**config.mk**
```make
export PLATFORM = sky130hd
export DESIGN_NAME = xml_entity_decoder
export DESIGN_NICKNAME = d
export VERILOG_FILES = /design/src/hw/rtl/xed_pkg.sv /design/src/hw/rtl/xed_collector.sv /design/src/hw/rtl/xed_emitter.sv /design/src/hw/rtl/xml_entity_decoder.sv
export VERILOG_INCLUDE_DIRS = /design/src /design/src/hw/rtl
export SDC_FILE = /design/constraint.sdc
export NUM_CORES = 1
export LEC_CHECK = 0
export BUFFER_PORTS_ARGS = -buffer_cell sky130_fd_sc_hd__buf_4
export CORE_MARGIN = 2
export CORE_UTILIZATION = 35
export DETAILED_ROUTE_END_ITERATION = 10
export PLACE_DENSITY_LB_ADDON = 0.1
export REMOVE_ABC_BUFFERS = 1
export SLEW_MARGIN = 20
export SYNTH_ARGS = -nofsm -noshare
export SYNTH_HDL_FRONTEND = slang
export SYNTH_HIERARCHICAL = 1
export SYNTH_SLANG_ARGS = --single-unit
```
**constraint.sdc**
```tcl
create_clock -name clk -period 6.5 [get_ports clk]
set_clock_uncertainty 0.2 [all_clocks]
set_input_delay 0.65 -clock clk [delete_from_list [all_inputs] [get_ports clk]]
set_output_delay 0.65 -clock clk [all_outputs]
set_load 0.1 [all_outputs]
```
**src/hw/rtl/xml_entity_decoder_macros.svh**
```systemverilog
// Assertion macros for the XML entity decoder.
`ifndef XML_ENTITY_DECODER_MACROS_SVH
`define XML_ENTITY_DECODER_MACROS_SVH
`ifndef NO_ASSERTIONS
`define XED_ASSERT_SAME(label, ante, cons) \
    label: assert property (@(posedge clk) disable iff (!rst_n) (ante) |-> (cons)) \
        else $error("xml_entity_decoder: same-cycle check failed");
`define XED_ASSERT_NEXT(label, ante, cons) \
    label: assert property (@(posedge clk) disable iff (!rst_n) (ante) |=> (cons)) \
        else $error("xml_entity_decoder: next-cycle check failed");
`else
`define XED_ASSERT_SAME(label, ante, cons)
`define XED_ASSERT_NEXT(label, ante, cons)
`endif
`endif

```
**src/hw/rtl/xed_pkg.sv**
```systemverilog
// Shared constants, types and the entity match function of the XML entity decoder.
`default_nettype none
package xed_pkg;
    localparam int TOKEN_MAX   = 7;
    localparam int LENGTH_BITS = 16;
    localparam int CNT_W       = $clog2(TOKEN_MAX + 1);
    localparam int IDX_W       = $clog2(TOKEN_MAX);
    localparam int NUM_ENT     = 5;
    localparam int ENT_MAX     = 6;

    localparam logic [7:0] AMP  = 8'h26;
    localparam logic [7:0] SEMI = 8'h3B;

    typedef logic [7:0]                   byte_t;
    typedef logic [TOKEN_MAX-1:0][7:0]    tok_t;
    typedef logic [CNT_W-1:0]             cnt_t;
    typedef logic [IDX_W-1:0]             idx_t;
    typedef logic [LENGTH_BITS-1:0]       len_t;

    // One accepted request turned into the bytes it releases.
    typedef struct packed {
        tok_t bytes;
        cnt_t cnt;
        logic last;
    } job_t;

    typedef struct packed {
        logic  hit;
        byte_t ch;
    } match_t;

    localparam byte_t ENT_TEXT [NUM_ENT][ENT_MAX] = '{
        '{AMP, "l", "t", SEMI, 8'h00, 8'h00},
        '{AMP, "g", "t", SEMI, 8'h00, 8'h00},
        '{AMP, "a", "m", "p", SEMI, 8'h00},
        '{AMP, "a", "p", "o", "s", SEMI},
        '{AMP, "q", "u", "o", "t", SEMI}
    };
    localparam cnt_t ENT_LEN [NUM_ENT] = '{
        cnt_t'(4), cnt_t'(4), cnt_t'(5), cnt_t'(6), cnt_t'(6)
    };
    localparam byte_t ENT_CHAR [NUM_ENT] = '{"<", ">", AMP, 8'h27, 8'h22};

    function automatic match_t ent_match(input tok_t tok, input cnt_t fill);
        match_t m;
        logic   ok;
        m = '0;
        for (int e = 0; e < NUM_ENT; e++)
        begin
            ok = (ENT_LEN[e] == fill);
            for (int i = 0; i < ENT_MAX; i++)
            begin
                if ((cnt_t'(i) < ENT_LEN[e]) && (tok[i] != ENT_TEXT[e][i]))
                    ok = 1'b0;
            end
            if (ok)
            begin
                m.hit = 1'b1;
                m.ch  = ENT_CHAR[e];
            end
        end
        return m;
    endfunction
endpackage
`default_nettype wire

```
**src/hw/rtl/xed_collector.sv**
```systemverilog
// Token collector: tracks the open entity token and registers one job per request.
`default_nettype none
module xed_collector (
    input  wire logic          clk,
    input  wire logic          rst_n,
    input  wire logic          in_valid,
    output logic               in_ready,
    input  wire xed_pkg::byte_t text_byte,
    input  wire logic          text_last,
    output logic               job_valid,
    output xed_pkg::job_t      job,
    input  wire logic          job_take
);
    import xed_pkg::*;

    logic   in_token_reg, in_token_next;
    cnt_t   fill_reg, fill_next;
    tok_t   tok_reg, tok_next;
    logic   job_valid_reg;
    job_t   job_reg, job_next;
    tok_t   tok_app;
    cnt_t   fill_app;
    match_t m;
    logic   accept;

    assign in_ready  = !job_valid_reg || job_take;
    assign accept    = in_valid && in_ready;
    assign job_valid = job_valid_reg;
    assign job       = job_reg;

    always_comb
    begin
        for (int i = 0; i < TOKEN_MAX; i++)
            tok_app[i] = (cnt_t'(i) == fill_reg) ? text_byte : tok_reg[i];
        fill_app = fill_reg + 1'b1;
        m        = ent_match(tok_app, fill_app);

        in_token_next  = in_token_reg;
        fill_next      = fill_reg;
        tok_next       = tok_reg;
        job_next       = '0;
        job_next.last  = text_last;
        job_next.bytes = tok_app;

        if (!in_token_reg)
        begin
            job_next.bytes[0] = text_byte;
            if (text_byte == AMP && !text_last)
            begin
                in_token_next = 1'b1;
                tok_next[0]   = text_byte;
                fill_next     = cnt_t'(1);
            end
            else
            begin
                job_next.cnt = cnt_t'(1);
            end
        end
        else
        begin
            tok_next  = tok_app;
            fill_next = fill_app;
            if (text_byte == SEMI || fill_app == cnt_t'(TOKEN_MAX))
            begin
                if (m.hit)
                begin
                    job_next.bytes[0] = m.ch;
                    job_next.cnt      = cnt_t'(1);
                end
                else
                begin
                    job_next.cnt = fill_app;
                end
                in_token_next = 1'b0;
                fill_next     = '0;
            end
            else if (text_last)
            begin
                job_next.cnt  = fill_app;
                in_token_next = 1'b0;
                fill_next     = '0;
            end
        end
    end

    always_ff @(posedge clk or negedge rst_n)
    begin
        if (!rst_n)
        begin
            in_token_reg  <= 1'b0;
            fill_reg      <= '0;
            job_valid_reg <= 1'b0;
        end
        else
        begin
            if (accept)
            begin
                in_token_reg  <= in_token_next;
                fill_reg      <= fill_next;
                job_valid_reg <= 1'b1;
            end
            else if (job_take)
            begin
                job_valid_reg <= 1'b0;
            end
        end
    end

    always_ff @(posedge clk)
    begin
        if (accept)
        begin
            tok_reg <= tok_next;
            job_reg <= job_next;
        end
    end
endmodule
`default_nettype wire

```
**src/hw/rtl/xed_emitter.sv**
```systemverilog
// Result emitter: streams out each job's bytes in order and keeps the decoded length.
`default_nettype none
module xed_emitter (
    input  wire logic          clk,
    input  wire logic          rst_n,
    input  wire logic          job_valid,
    input  wire xed_pkg::job_t job,
    output logic               job_take,
    output logic               out_valid,
    input  wire logic          out_ready,
    output xed_pkg::byte_t     out_byte,
    output logic               run_last,
    output logic               text_done,
    output xed_pkg::len_t      decoded_length
);
    import xed_pkg::*;

    logic active_reg;
    tok_t buf_reg;
    cnt_t cnt_reg;
    idx_t idx_reg;
    logic last_reg;
    len_t len_reg, len_next;
    logic final_byte;
    logic fire;

    assign final_byte     = ({1'b0, idx_reg} == {1'b0, cnt_reg} - 1'b1);
    assign fire           = active_reg && out_ready;
    assign job_take       = !active_reg || (out_ready && final_byte);
    assign out_valid      = active_reg;
    assign out_byte       = buf_reg[idx_reg];
    assign run_last       = final_byte;
    assign text_done      = final_byte && last_reg;
    assign decoded_length = (len_reg == '1) ? len_reg : len_reg + 1'b1;

    always_comb
    begin
        len_next = len_reg;
        if (fire)
            len_next = (final_byte && last_reg) ? '0 : decoded_length;
        // A request that releases nothing still ends its text.
        if (job_take && job_valid && job.cnt == '0 && job.last)
            len_next = '0;
    end

    always_ff @(posedge clk or negedge rst_n)
    begin
        if (!rst_n)
        begin
            active_reg <= 1'b0;
            cnt_reg    <= '0;
            idx_reg    <= '0;
            last_reg   <= 1'b0;
            len_reg    <= '0;
        end
        else
        begin
            len_reg <= len_next;
            if (job_take)
            begin
                active_reg <= job_valid && (job.cnt != '0);
                cnt_reg    <= job.cnt;
                idx_reg    <= '0;
                last_reg   <= job.last;
            end
            else if (fire)
            begin
                idx_reg <= idx_reg + 1'b1;
            end
        end
    end

    always_ff @(posedge clk)
    begin
        if (job_take && job_valid)
            buf_reg <= job.bytes;
    end
endmodule
`default_nettype wire

```
**src/hw/rtl/xml_entity_decoder.sv**
```systemverilog
// A request passes the collector's job register and then the emitter's buffer before
// its first result is offered. Throughput: one request per cycle while each releases
// at most one byte and out_ready stays high; a request that flushes an unmatched token
// holds the emitter until every one of its bytes has been taken.
// One job register between collector and emitter lets a request enter while a
// result waits. Reset clears the token state, the job and the length counter.
`default_nettype none
`include "xml_entity_decoder_macros.svh"
module xml_entity_decoder (
    input  wire logic          clk,
    input  wire logic          rst_n,
    input  wire logic          in_valid,
    output logic               in_ready,
    input  wire xed_pkg::byte_t text_byte,
    input  wire logic          text_last,
    output logic               out_valid,
    input  wire logic          out_ready,
    output xed_pkg::byte_t     out_byte,
    output logic               run_last,
    output logic               text_done,
    output xed_pkg::len_t      decoded_length
);
    import xed_pkg::*;

    logic job_valid;
    job_t job;
    logic job_take;

    xed_collector u_collect (
        .clk       (clk),
        .rst_n     (rst_n),
        .in_valid  (in_valid),
        .in_ready  (in_ready),
        .text_byte (text_byte),
        .text_last (text_last),
        .job_valid (job_valid),
        .job       (job),
        .job_take  (job_take)
    );

    xed_emitter u_emit (
        .clk            (clk),
        .rst_n          (rst_n),
        .job_valid      (job_valid),
        .job            (job),
        .job_take       (job_take),
        .out_valid      (out_valid),
        .out_ready      (out_ready),
        .out_byte       (out_byte),
        .run_last       (run_last),
        .text_done      (text_done),
        .decoded_length (decoded_length)
    );

    // Input stalls only while the output side is busy.
    `XED_ASSERT_SAME(a_stall_needs_output, !in_ready, out_valid)
    `XED_ASSERT_SAME(a_done_ends_run, out_valid && text_done, run_last)
    // Within a run the next byte follows at once; length counts up by one or saturates.
    `XED_ASSERT_NEXT(a_run_continues, out_valid && out_ready && !run_last,
        out_valid && (decoded_length == $past(decoded_length) + 1'b1 || decoded_length == '1))
endmodule
`default_nettype wire

```
==> results.txt <==
Reg-to-reg startpoint - u_emit/idx_reg[1]
Placed inst area - 9690 sq um
Setup TNS - 0 ns
Total grt overflow - 0
Setup violators final - 0
Final Critical Period - 3.94 ns
Leak Pwr - 3.67 nW
Tot GR Track Use - 0.166
Syn_area_per_cell - 13.9 sq um
Detailed Place HPWL - 15.6 mm
Layout area overhead - 14.5%
Cell variety after synth - 69
Slew @ Worst Pin - 0.971 ns
Global-route wire length before repair - 33.5 mm
Pwr/cell area - 314 nW/um^2
Max-slew headroom - 0.353
Simple-gate share of the synthesized area - 0.126
Antenna Cells - 0
DR WL/cell - 21.2 um
Outcome - completed
DRT antenna net count - 0
CTS clk-pin slew, worst paths - 0.06 ns
Number of port buffers - 40
Max-cap violations - 0
CORE AREA - 25800 sq um
Hold Path Depth - 1
Post-synth EDFFs - 172
Vias in the first global route - 5398
Final Cycle Share - 0.605
Routed vias/inst - 5.24
Compound-gate portion of the synthesized area - 0.0772
Critical path fanouts, max - 21
Worst Setup Start Kind - flip-flop
Setup WS post-layout - 2.56 ns
FF+latch area - 5890 sq um
Die area - 27300 sq um
Layout cell share with drive strength beyond 1 - 0.221
Hold Path End - u_collect/job[0]
R2r setup slk - 2.78 ns
Initial Util - 0.353
Ports - 41
Arr. time, crit path - 3.09 ns
Post-route insts no fill - 1046
Root Driver - clkbuf_16
Top FF cell, synth - edfxtp_1
WP data required - 5.65 ns
Chip Height - 165 um
Synth Area in XOR/XNOR - 0.0132
Max FFs per register - 60
Max Freq - 0.254 GHz
Yosys warns - 6
Largest net degree at the start of global routing - 64
R2R depth - 7
Die W - 165 um
Hold Violations, Final - 0
WS Path Type - flip-flop to primary output
Multi-input gate area - 2970 sq um
Post_cts resized - 0
# H-tree levels - 1
Yosys reg bits - 201
Dpl cells - 1004
Asr flop ratio synth - 0.144
Post-Synthesis Cells - 657
Design area - 10400 sq um
Unrepaired setup endpoints after global routing - false
Max Slew Vio Count - 0
Routability cong. - 0.887
Vias - 5484
Fill cells - 2407
Min-delay src - text_last
Dpl ws - 2.74 ns
CTS tree - yes
Clk_lat worst skew - 0.51 ns
Detailed Route Iter0 Violations - 457
First drt pass iteration count - 5
HP Class - primary input to flip-flop
Nets@finish - 718
Initial antenna violation count - 1
Crit end category - primary output
Post-CTS Setup Inserts - 0
Worst VDD drop - 0.241 mV
Clock Sinks - 201
TritonCTS Buffers - 23
DRC Markers - 0
Worst r2r dst - u_collect/fill_reg[2]
Largest family of logic cells by synthesized area - simple AND/OR/NAND/NOR gates
Synth Area in Adders - 0.0137
Post-Route WL - 22.1 mm
CTS max path bufs - 3
Share of the yosys chip area belonging to registers - 0.647
Mux share of post-synthesis cell area - 0.0954
Syn Std Cell Area - 9100 sq um
Cell Rows - 59
## layer usage
layer,up-vias,routed length (um),GRT usage
met3,40,1150,0.0335
met4,2,501,0.0451
met1,2731,11000,0.255
met2,140,9460,0.236
li1,2571,-,-
met5,-,12,0
## cells in the mapped netlist, drive strengths merged, types with 4 or more instances
master | count | area, sq um
a21o | 13 | 97.6
a21oi | 36 | 180
a31oi | 8 | 50.1
and2 | 7 | 43.8
and3 | 4 | 25.0
and3b | 4 | 35.0
buf | 18 | 114
clkbuf | 13 | 50.0
dfrtp | 29 | 726
edfxtp | 172 | 5160
ha | 10 | 125
inv | 23 | 86.3
mux2 | 48 | 548
mux2i | 14 | 140
mux4 | 8 | 180
nand2 | 55 | 209
nand2b | 7 | 51.3
nand3 | 14 | 82.6
nand4 | 11 | 75.1
nor2 | 35 | 131
nor2b | 9 | 56.3
nor3 | 10 | 50.1
nor3b | 6 | 45.0
nor4 | 12 | 106
o21a | 7 | 55.1
o21ai | 27 | 150
or3 | 7 | 43.8
xnor2 | 7 | 61.3
xor2 | 4 | 35.0
## stage by stage
step / utilization / total power [W] / hold slack, ns
2_1_floorplan: - / 0.00190 / 0.154
3_3_place_gp: 0.376 / 0.00206 / 0.203
3_5_place_dp: 0.376 / 0.00206 / 0.205
4_1_cts: 0.405 / 0.00331 / 0.159
5_1_grt: 0.405 / 0.00339 / 0.160
6_report: 0.405 / 0.00328 / 0.186
## worst max-delay path, cell delays in order (launching register included)
cell and delay, ns:
dfrtp_1 0.97, nor2b_1 0.54, a21oi_1 0.22, a21oi_1 0.45, buf_4 0.38
## logic make-up after synthesis
logic type | Yosys count
flip-flops | 201
AO/OA/AOI/OAI | 108
AND/OR/NAND/NOR | 202
XOR/XNOR | 12
adder cells (fa/ha/maj) | 10
buffers and inverters | 54
multiplexers | 70
## worst max path at each step
stage / slack [ns] / from / to / depth (start not counted)
floorplan: 1.19 / u_emit/idx_reg[1] / u_collect/fill_reg[2] / 7
global route: 2.39 / u_emit/idx_reg[0] / out_byte[5] / 4
finish: 2.56 / u_emit/idx_reg[0] / out_byte[5] / 4
global placement: 2.88 / u_emit/idx_reg[1] / u_collect/fill_reg[2] / 7
CTS: 2.52 / u_emit/idx_reg[0] / out_byte[5] / 4
detailed placement: 2.74 / u_emit/idx_reg[1] / u_collect/fill_reg[2] / 7
## final cells by class
cell class                      instances  area share
Clock inverter                         16      0.0140
Tap cell                              335      0.0402
Inverter                               23     0.00828
Timing Repair Buffer                   44      0.0319
Clock buffer                           25      0.0559
Sequential cell                       201       0.565
Multi-Input combinational cell        402       0.285
## what timing repair did
item / CTS / global route
endpoints found under the setup margin: 0 / 0
hold buffers: 1 / 0
endpoints found under the hold margin: 29 / 0
## cells in the final DEF, fill, tap and decap left out, types with 6 or more instances in the layout
master | synthesis | final
a31oi_1 | 8 | 8
nor2_1 | 35 | 35
mux4_2 | 8 | 8
a21o_1 | 13 | 13
or3_1 | 7 | 7
o21ai_0 | 24 | 24
xnor2_1 | 7 | 7
dfrtp_1 | 29 | 29
nand4_1 | 10 | 10
buf_4 | 0 | 43
nor3_1 | 10 | 10
nand2_1 | 54 | 54
inv_1 | 22 | 22
nor2b_1 | 9 | 9
clkbuf_16 | 0 | 23
nand3_1 | 13 | 13
ha_1 | 10 | 10
a21oi_1 | 36 | 36
edfxtp_1 | 172 | 172
nand2b_1 | 6 | 6
nor4_1 | 7 | 7
mux2i_1 | 14 | 14
mux2_2 | 46 | 46
nor3b_1 | 6 | 6
## power breakdown
part | total (W) | switching [W] | internal [W] | leakage, nW
Clock | 0.00125 | 0.000515 | 0.000732 | 0.348
Combinational | 0.000571 | 0.000433 | 0.000137 | 1.42
Sequential | 0.00146 | 0.0000578 | 0.00140 | 1.90
Total | 0.00328 | 0.00101 | 0.00227 | 3.67
No activity file was read; power rests on OpenSTA's default activity.
